===== config.mk =====
export PLATFORM = sky130hd
export DESIGN_NAME = double_ended_queue_top
export DESIGN_NICKNAME = d
export VERILOG_FILES = /design/src/hdl/deq_pkg.sv /design/src/hdl/deq_cell.sv /design/src/hdl/double_ended_queue_top.sv
export VERILOG_INCLUDE_DIRS = /design/src /design/src/hdl
export SDC_FILE = /design/constraint.sdc
export NUM_CORES = 2
export LEC_CHECK = 0
export ABC_CLOCK_PERIOD_IN_PS = 17700
export BUFFER_PORTS_ARGS = -buffer_cell sky130_fd_sc_hd__buf_2
export CORE_UTILIZATION = 35
export DETAILED_ROUTE_END_ITERATION = 16
export PLACE_DENSITY = 0.5
export SYNTH_ARGS = -nofsm -noshare
export SYNTH_HDL_FRONTEND = slang
export SYNTH_HIERARCHICAL = 1
export SYNTH_SLANG_ARGS = --single-unit

===== constraint.sdc =====
create_clock -name clk -period 17.7 [get_ports clk]
set_clock_uncertainty 0.15 [all_clocks]
set_input_delay 3.54 -clock clk [delete_from_list [all_inputs] [get_ports clk]]
set_output_delay 3.54 -clock clk [all_outputs]
set_load 0.005 [all_outputs]

===== src/hdl/double_ended_queue_top_macros.svh =====
// assertion macros shared by the deque design
`ifndef DOUBLE_ENDED_QUEUE_TOP_MACROS_SVH
`define DOUBLE_ENDED_QUEUE_TOP_MACROS_SVH

// property checked every cycle outside reset
`define DEQ_ASSERT_ALWAYS(lbl, cond, msg) \
  lbl: assert property (@(posedge clk) disable iff (rst) (cond)) else $error(msg);

// consequence checked in the cycle after the trigger
`define DEQ_ASSERT_NEXT(lbl, trig, cond, msg) \
  lbl: assert property (@(posedge clk) disable iff (rst) (trig) |=> (cond)) else $error(msg);

`endif


===== src/hdl/deq_pkg.sv =====
package deq_pkg;

  localparam int DEPTH      = 16;
  localparam int DATA_WIDTH = 32;
  localparam int CNT_W      = $clog2(DEPTH + 1);
  localparam int OP_W       = 3;
  localparam int STAT_W     = 2;

  // stream word widths, padded to whole bytes
  localparam int S_TDATA_W = ((DATA_WIDTH + 7) / 8) * 8;
  localparam int M_RAW_W   = 2 * DATA_WIDTH + CNT_W + 1 + STAT_W;
  localparam int M_TDATA_W = ((M_RAW_W + 7) / 8) * 8;

  // value reported for front and back when nothing is stored
  localparam logic [DATA_WIDTH-1:0] EMPTY_MARK = {1'b0, {(DATA_WIDTH-1){1'b1}}};

  typedef enum logic [OP_W-1:0] {
    OP_PUSH_FRONT = 3'd0,
    OP_PUSH_BACK  = 3'd1,
    OP_POP_FRONT  = 3'd2,
    OP_POP_BACK   = 3'd3,
    OP_STATUS     = 3'd4
  } op_t;

  typedef enum logic [STAT_W-1:0] {
    ST_OK        = 2'd0,
    ST_POP_EMPTY = 2'd1,
    ST_PUSH_FULL = 2'd2
  } stat_t;

  // per-cycle command broadcast to every cell
  typedef struct packed {
    logic shift_r;    // push front: everything moves one cell back
    logic shift_l;    // pop front: everything moves one cell forward
    logic add_tail;   // first free cell takes the word
    logic drop_tail;  // last occupied cell drops its word
  } cell_ctrl_t;

endpackage


===== src/hdl/deq_cell.sv =====
module deq_cell
  import deq_pkg::*;
(
  input  logic                  clk,
  input  logic                  rst,
  input  cell_ctrl_t            ctrl,
  input  logic [DATA_WIDTH-1:0] data_in,
  input  logic [DATA_WIDTH-1:0] left_val,
  input  logic                  left_vld,
  input  logic [DATA_WIDTH-1:0] right_val,
  input  logic                  right_vld,
  output logic [DATA_WIDTH-1:0] val,
  output logic                  vld,
  output logic [DATA_WIDTH-1:0] val_next,
  output logic                  vld_next
);

  // next contents from the command and the two neighbors
  always_comb begin
    val_next = val;
    vld_next = vld;
    if (ctrl.shift_r) begin
      val_next = left_val;
      vld_next = left_vld;
    end else if (ctrl.shift_l) begin
      val_next = right_val;
      vld_next = right_vld;
    end else if (ctrl.add_tail) begin
      if (!vld && left_vld) begin
        val_next = data_in;
        vld_next = 1'b1;
      end
    end else if (ctrl.drop_tail) begin
      if (vld && !right_vld) begin
        vld_next = 1'b0;
      end
    end
  end

  // occupancy bit is control, the word itself is payload
  always_ff @(posedge clk) begin
    if (rst) begin
      vld <= 1'b0;
    end else begin
      vld <= vld_next;
    end
    val <= val_next;
  end

endmodule


===== src/hdl/double_ended_queue_top.sv =====
// Bounded double-ended queue of DEPTH signed words built as a row of shift
// cells: cell 0 always holds the front, the occupied cells are packed from
// cell 0 upward, and push/pop at the front shifts the whole row by one cell
// while push/pop at the back touches only the cell at the boundary. Every
// operation word on the input gives exactly one result word, registered on
// the output; a new operation is taken every cycle as long as the previous
// result is taken, so throughput is one operation per clock, and the result
// is valid in the cycle after the input handshake. The result shows front and
// back values (largest positive value when empty), the entry count, an empty
// flag and a status: pop on an empty queue and push on a full one leave the
// contents unchanged and are flagged. Operation codes 5 to 7 act as a status
// query. No clearing pass is needed after reset.
module double_ended_queue_top
  import deq_pkg::*;
(
  input  logic                 clk,
  input  logic                 rst,
  input  logic                 s_tvalid,
  output logic                 s_tready,
  input  logic [S_TDATA_W-1:0] s_tdata,   // data_value
  input  logic [OP_W-1:0]      s_tuser,   // operation
  output logic                 m_tvalid,
  input  logic                 m_tready,
  output logic [M_TDATA_W-1:0] m_tdata    // front_value, back_value, entry_total,
                                          // is_empty, status
);

  logic                  s_acc;
  logic [DATA_WIDTH-1:0] data_in;
  cell_ctrl_t            ctrl;
  stat_t                 stat_next;
  logic [CNT_W-1:0]      count;
  logic [CNT_W-1:0]      count_next;

  logic [DATA_WIDTH-1:0] val      [DEPTH];
  logic [DATA_WIDTH-1:0] val_next [DEPTH];
  logic [DEPTH-1:0]      vld;
  logic [DEPTH-1:0]      vld_next;
  logic [DEPTH-1:0]      last_mask;
  logic [DATA_WIDTH-1:0] back_sel;
  logic [DATA_WIDTH-1:0] front_sel;

  logic [DATA_WIDTH-1:0] front_value;
  logic [DATA_WIDTH-1:0] back_value;
  logic [CNT_W-1:0]      entry_total;
  logic                  is_empty;
  stat_t                 status;
  logic [M_RAW_W-1:0]    m_raw;

  assign s_acc    = s_tvalid && s_tready;
  assign s_tready = !m_tvalid || m_tready;
  assign data_in  = s_tdata[DATA_WIDTH-1:0];

  // decode the operation into a row command
  always_comb begin
    ctrl       = '0;
    stat_next  = ST_OK;
    count_next = count;
    if (s_acc) begin
      case (s_tuser)
        OP_PUSH_FRONT, OP_PUSH_BACK: begin
          if (vld[DEPTH-1]) begin
            stat_next = ST_PUSH_FULL;
          end else begin
            ctrl.shift_r  = (s_tuser == OP_PUSH_FRONT);
            ctrl.add_tail = (s_tuser == OP_PUSH_BACK);
            count_next    = count + CNT_W'(1);
          end
        end
        OP_POP_FRONT, OP_POP_BACK: begin
          if (!vld[0]) begin
            stat_next = ST_POP_EMPTY;
          end else begin
            ctrl.shift_l   = (s_tuser == OP_POP_FRONT);
            ctrl.drop_tail = (s_tuser == OP_POP_BACK);
            count_next     = count - CNT_W'(1);
          end
        end
        default: begin
          stat_next = ST_OK;
        end
      endcase
    end
  end

  // row of storage cells
  for (genvar i = 0; i < DEPTH; i++) begin : g_cell
    logic [DATA_WIDTH-1:0] lv;
    logic                  lvld;
    logic [DATA_WIDTH-1:0] rv;
    logic                  rvld;

    if (i == 0) begin : g_first
      assign lv   = data_in;
      assign lvld = 1'b1;
    end else begin : g_mid_l
      assign lv   = val[i-1];
      assign lvld = vld[i-1];
    end

    if (i == DEPTH - 1) begin : g_last
      assign rv   = '0;
      assign rvld = 1'b0;
    end else begin : g_mid_r
      assign rv   = val[i+1];
      assign rvld = vld[i+1];
    end

    deq_cell u_cell (
      .clk       (clk),
      .rst       (rst),
      .ctrl      (ctrl),
      .data_in   (data_in),
      .left_val  (lv),
      .left_vld  (lvld),
      .right_val (rv),
      .right_vld (rvld),
      .val       (val[i]),
      .vld       (vld[i]),
      .val_next  (val_next[i]),
      .vld_next  (vld_next[i])
    );
  end

  // the back is the one occupied cell whose upper neighbor is free
  assign last_mask = vld_next & ~{1'b0, vld_next[DEPTH-1:1]};

  always_comb begin
    back_sel = EMPTY_MARK;
    for (int i = 0; i < DEPTH; i++) begin
      if (last_mask[i]) begin
        back_sel = val_next[i];
      end
    end
  end

  assign front_sel = vld_next[0] ? val_next[0] : EMPTY_MARK;

  // entry counter
  always_ff @(posedge clk) begin
    if (rst) begin
      count <= '0;
    end else begin
      count <= count_next;
    end
  end

  // result register
  always_ff @(posedge clk) begin
    if (rst) begin
      m_tvalid <= 1'b0;
    end else if (s_acc) begin
      m_tvalid <= 1'b1;
    end else if (m_tready) begin
      m_tvalid <= 1'b0;
    end
    if (s_acc) begin
      front_value <= front_sel;
      back_value  <= back_sel;
      entry_total <= count_next;
      is_empty    <= !vld_next[0];
      status      <= stat_next;
    end
  end

  assign m_raw   = {status, is_empty, entry_total, back_value, front_value};
  assign m_tdata = M_TDATA_W'(m_raw);

  `include "double_ended_queue_top_macros.svh"

  `DEQ_ASSERT_ALWAYS(a_packed_row, (({1'b0, vld[DEPTH-1:1]} & ~vld) == '0), "occupied cells not packed from the front")
  `DEQ_ASSERT_ALWAYS(a_count_empty, ((count == '0) == !vld[0]), "entry count disagrees with front cell")
  `DEQ_ASSERT_NEXT(a_full_drop, (s_acc && vld[DEPTH-1] && (s_tuser == OP_PUSH_FRONT || s_tuser == OP_PUSH_BACK)), (status == ST_PUSH_FULL && $stable(vld)), "push on full not dropped")
  `DEQ_ASSERT_NEXT(a_result_valid, s_acc, (m_tvalid && entry_total == count), "no result after accepted word")

endmodule

---- Yosys cells after proc, flatten, opt, wreduce, memory -nomap -nowiden ----
Index checks and enable logic that the tools add are counted.
storage, ports and cells
  register bits ........................... 606
  output and inout bits ................... 74
  logic and storage cells ................. 276
cells by class
  add/subtract/negate cells ............... 2
  eq/ne operators ......................... 3
  muxes and demuxes ....................... 192
  bitwise logic cells ..................... 2
  reduce and logical (&&, ||, !) cells .... 38
operators by type and width
  operator                                              count
  2-to-1 mux 32 bit                                     80
  2-to-1 mux 1 bit                                      105
  logical NOT 1 bit                                     17
  bitwise AND 16 bit                                    1
  logical AND 1 bit                                     16
  NOT 15 -> 16 bit                                      1
  2-to-1 mux 5 bit                                      3
  case mux 5 bit (2 select lines)                       1
  equality test 3 x 2 -> 1 bit (second input constant)  2
  adder 5 x 1 -> 5 bit (second input constant)          1
  subtractor 5 x 1 -> 5 bit (second input constant)     1
  2-to-1 mux 4 bit                                      1
  case mux 2 bit (2 select lines)                       1
  OR reduction 2 bit                                    2
  equality test 3 x 1 -> 1 bit (second input constant)  1
  logical NOT 3 bit                                     1
  2-to-1 mux 2 bit                                      1
  nonzero test 2 bit                                    1
  logical OR 1 bit                                      1

---- Depth between registers and ports, before layout ----
  word-level depth ........................ 26
  depth in mapped cells ................... 15

---- By module ----
Netlist, hierarchy kept.
modules (own cells, without submodules)
  module                  instances  cells each  area an instance (sq um)  sequential area each (sq um)
  deq_cell                16         157         1,557.7                   660.6
  double_ended_queue_top  1          895         7,292.0                   2,282.2

---- Worst setup path after synthesis ----
Ideal clock, no wire load.
  path type ............................... input-to-reg
  start point ............................. input m_tready
  end point ............................... register back_value[10], data pin
  setup time .............................. 0.271 ns
  arrival time ............................ 13.567 ns
  required time ........................... 17.279 ns
  slack ................................... 3.713 ns
  cell stages on the path ................. 14
  path buffers ............................ 3
  path through ............................ nand2b_1 nand3b_1 nor4_1 inv_1 o21ai_0 o22ai_1 buf_6 nor2b_4 buf_6 buf_6 a221oi_2 nand2_1 a222oi_1 o31ai_1
RTL lines
  item                  RTL line                       text
  start, declared       double_ended_queue_top.sv:23   input logic m_tready,
  end signal, assigned  double_ended_queue_top.sv:159  back_value <= back_sel;
  end, declared         double_ended_queue_top.sv:44   logic [DATA_WIDTH-1:0] back_value;

==> results.json <==
{
  "critical_path_data_required_time_ns": 17.91,
  "post-layout-total-power_mw": 4.58,
  "grt_util_met3_pct": 5.55,
  "drtIter0Drc": 3985,
  "setup-tns-final_ns": 0,
  "synthesis.area_mm2": 0.0322,
  "reg2reg_slack_ns": 11.64,
  "postLayoutCellArea_mm2": 0.0353,
  "row_count": 110,
  "crit_path_max_fo": 51,
  "yosys.area_share.xor_xnor_pct": 0.132,
  "synth_seq_cells": 606,
  "async_flop_share_pct": 0,
  "postSynthCellCount": 3407,
  "antenna_found_initial": 4,
  "track_usage_pct": 29.0,
  "worst_setup_ep": "back_value[3]",
  "clk_path_buf_depth": 3,
  "final_cycle_share_pct": 49.5,
  "detailedRoute.firstPassIterationCount": 6,
  "clkSlewWorstSetupHoldPaths_ns": 0.06,
  "worst_slew_pin_slew_ns": 1.30,
  "detail_route.wl_per_cell_um": 30.1,
  "place_inst": 4519,
  "initial_core_util_pct": 35.6,
  "die-width_um": 305,
  "final_hold_viol_count": 0,
  "cts-root-buf": "sky130_fd_sc_hd__clkbuf_16",
  "post_layout_nonfiller_instances": 4657,
  "synth-edff-count": 72,
  "count_of_cells_resized_by_post_cts_repair": 0,
  "grt_setup_unrepaired": "no",
  "critical_path.endpoint_type": "register",
  "final.min_clock_period_ns": 8.77,
  "clock_tree.htree_level_count": 3,
  "fp.dieH_um": 305,
  "synth_mux_area_share_pct": 15.9,
  "grt.busiest_layer": "met2",
  "numClockSinks": 606,
  "layout-drive-gt1-share_pct": 11.8,
  "final_nets": 3459,
  "regToRegEndpoint": "back_value[3]",
  "critical-path-top-cell-by-count": "sky130_fd_sc_hd__buf_4",
  "hold_class": "register to register",
  "synth.yosys.seq_area_share_pct": 39.9,
  "io_pins": 113,
  "worst_path_largest_cell_delay_ns": 0.86,
  "worstSetupStartpointType": "input pin",
  "fmaxAchievable_mhz": 114,
  "grt_remaining_overflow": 0,
  "worst_setup_path_startpoint": "m_tready",
  "grt_max_degree": 52,
  "ys.warnings.count": 6,
  "post-place-ws_ns": 8.33,
  "hpwlAfterDp_um": 81300,
  "post-route-worst-setup-slack_ns": 8.93,
  "ant_nets": 0,
  "synth_top_area_share_pct": 33.2,
  "synth.area.top_cells": "sky130_fd_sc_hd__dfxtp_1, sky130_fd_sc_hd__mux2i_1, sky130_fd_sc_hd__o22ai_1",
  "port-buffer-count": 112,
  "synth-compound-area-share_pct": 27.3,
  "global_route.usage.met2_pct": 45.9,
  "synth_area_per_cell_um2": 9.46,
  "post-route-drc-count": 0,
  "finalWeightedCongestion": 0.857,
  "gr-usage-met1_pct": 38.7,
  "yosys_most_used_dff": "sky130_fd_sc_hd__dfxtp_1",
  "wire_length_of_the_first_global_routing_pass_um": 201000,
  "floorplan.die_area_mm2": 0.0933,
  "buffers_inserted_during_post_cts_setup_optimization": 0,
  "area_growth_synth_to_finish_pct": 9.51,
  "final.fill_count": 9181,
  "cts_buffers": 73,
  "critical_path.slowest_cell": "sky130_fd_sc_hd__nand2b_2",
  "status": "finished clean",
  "timing_worst_setup_path_type": "input pin to register",
  "worstReg2RegStart": "m_tvalid",
  "path_cells": "buf_2, nand2b_1, nand3b_1, nor4_2, buf_4, buf_4, inv_1, buf_4, o21ai_0, o22ai_1, nand2b_2, nand3_2, buf_4, nor4_1, o31ai_1",
  "leakagePower_nw": 16.1,
  "wirelength_um": 140000,
  "synth_adder_area_share_pct": 0.0777,
  "maxSlewHeadroom_pct": 13.3,
  "tritoncts": "built",
  "crit_arrival_ns": 8.98,
  "largest_family_of_logic_cells_by_synthesized_area": "compound AO/OA/AOI/OAI gates",
  "timing.final.setup_violations": 0,
  "placed_area_mm2": 0.0328,
  "cts.hold.buffers_added": 0,
  "core_region_area_mm2": 0.0906,
  "pwr_density_cell_mw_per_mm2": 130,
  "simple_gate_fraction_of_synth_area_pct": 7.77,
  "synth_top_area_cell": "sky130_fd_sc_hd__dfxtp_1",
  "rr_worst_depth": 14,
  "drv_slew": 0,
  "detailed_route_vias_per_instance": 6.38,
  "final_common_cell": "sky130_fd_sc_hd__o22ai_1",
  "vias_in_the_first_global_route": 28625,
  "mostFrequentLayoutCells": "sky130_fd_sc_hd__o22ai_1, sky130_fd_sc_hd__a21oi_1, sky130_fd_sc_hd__dfxtp_1",
  "worst_skew_pair.late_latency_ns": 0.63,
  "vdd_ir_drop_max_uv": 66.0,
  "via_count": 29705,
  "cap_violations": 0,
  "post_synth_num_cell_types": 55
}
## layer usage
| metal | share of wire (%) | vias to the layer above |
|---|---|---|
| met1 | 43 | 14481 |
| met4 | 4.3 | 4 |
| met5 | 0.014 | - |
| met2 | 45 | 1661 |
| li1 | - | 13191 |
| met3 | 8.7 | 368 |
## worst max-delay path: cells and delay by family
kind            cells  cell delay [ns]
compound gates      3             0.47
buf+inv             6             2.25
simple gates        6             2.64
## sequential cells by signal, summed over array words and instances, names as in the netlist
signal	count
count	5
entry_total	5
is_empty	1
g_cell.u_cell/val	512
m_tvalid	1
status	2
back_value	32
g_cell.u_cell/vld	16
front_value	32
## report_power, final
part	switching, mW	total (mW)	internal [mW]
Combinational	0.459	0.840	0.381
Clock	0.645	1.56	0.912
Sequential	0.354	2.19	1.83
Total	1.46	4.58	3.12
## final cells by class
| type | instances | area (µm²) | share of cell area, % |
|---|---|---|---|
| multi-input cells | 2435 | 16900 | 47.9 |
| flip-flops and latches | 606 | 12900 | 36.4 |
| clock buffers | 115 | 2190 | 6.20 |
| well taps | 1176 | 1470 | 4.17 |
| repair buffers | 199 | 1210 | 3.44 |
| inverters | 103 | 387 | 1.10 |
| clock inverters | 20 | 248 | 0.702 |
| diodes | 3 | 7.51 | 0.0213 |
## cells in the mapped netlist, types with 18 or more instances
library cell	n
sky130_fd_sc_hd__inv_1	103
sky130_fd_sc_hd__nor3_1	49
sky130_fd_sc_hd__a221oi_2	45
sky130_fd_sc_hd__o31ai_1	32
sky130_fd_sc_hd__o21ai_0	18
sky130_fd_sc_hd__nand3_1	33
sky130_fd_sc_hd__buf_2	134
sky130_fd_sc_hd__a222oi_1	31
sky130_fd_sc_hd__o31a_1	32
sky130_fd_sc_hd__dfxtp_1	534
sky130_fd_sc_hd__a22o_1	32
sky130_fd_sc_hd__a21oi_1	563
sky130_fd_sc_hd__nor2_1	86
sky130_fd_sc_hd__buf_4	51
sky130_fd_sc_hd__buf_6	29
sky130_fd_sc_hd__buf_12	48
sky130_fd_sc_hd__nand3b_1	20
sky130_fd_sc_hd__nor4_1	33
sky130_fd_sc_hd__edfxtp_1	72
sky130_fd_sc_hd__a22oi_1	33
sky130_fd_sc_hd__mux2i_1	512
sky130_fd_sc_hd__nand2_1	132
sky130_fd_sc_hd__nand2b_1	91
sky130_fd_sc_hd__clkbuf_1	31
sky130_fd_sc_hd__o22ai_1	576
## logic make-up after synthesis
| group | after synthesis |
|---|---|
| flops | 606 |
| compound gates | 1392 |
| simple gates | 488 |
| mux | 512 |
| xor+xnor | 4 |
| fa+ha+maj | 2 |
| other cells | 2 |
| buf+inv | 401 |
## worst min path at each step
stage,to,depth (start not counted),start
after floorplan,g_cell[1].u_cell/val[30],2,g_cell[0].u_cell/val[30]
final,g_cell[11].u_cell/val[30],2,g_cell[10].u_cell/val[30]
after detailed placement,g_cell[11].u_cell/val[30],2,g_cell[10].u_cell/val[30]
after CTS,g_cell[11].u_cell/val[30],2,g_cell[10].u_cell/val[30]
after global routing,g_cell[4].u_cell/val[30],2,g_cell[3].u_cell/val[30]
after global placement,g_cell[1].u_cell/val[30],2,g_cell[0].u_cell/val[30]
## metrics by stage
stage | util, % | hold slack [ns]
floorplan | - | 0.303
global placement | 36.3 | 0.339
detailed placement | 36.3 | 0.335
CTS | 38.9 | 0.342
global route | 38.9 | 0.362
finish | 39.0 | 0.342
Power figures use the tool's default switching activity.
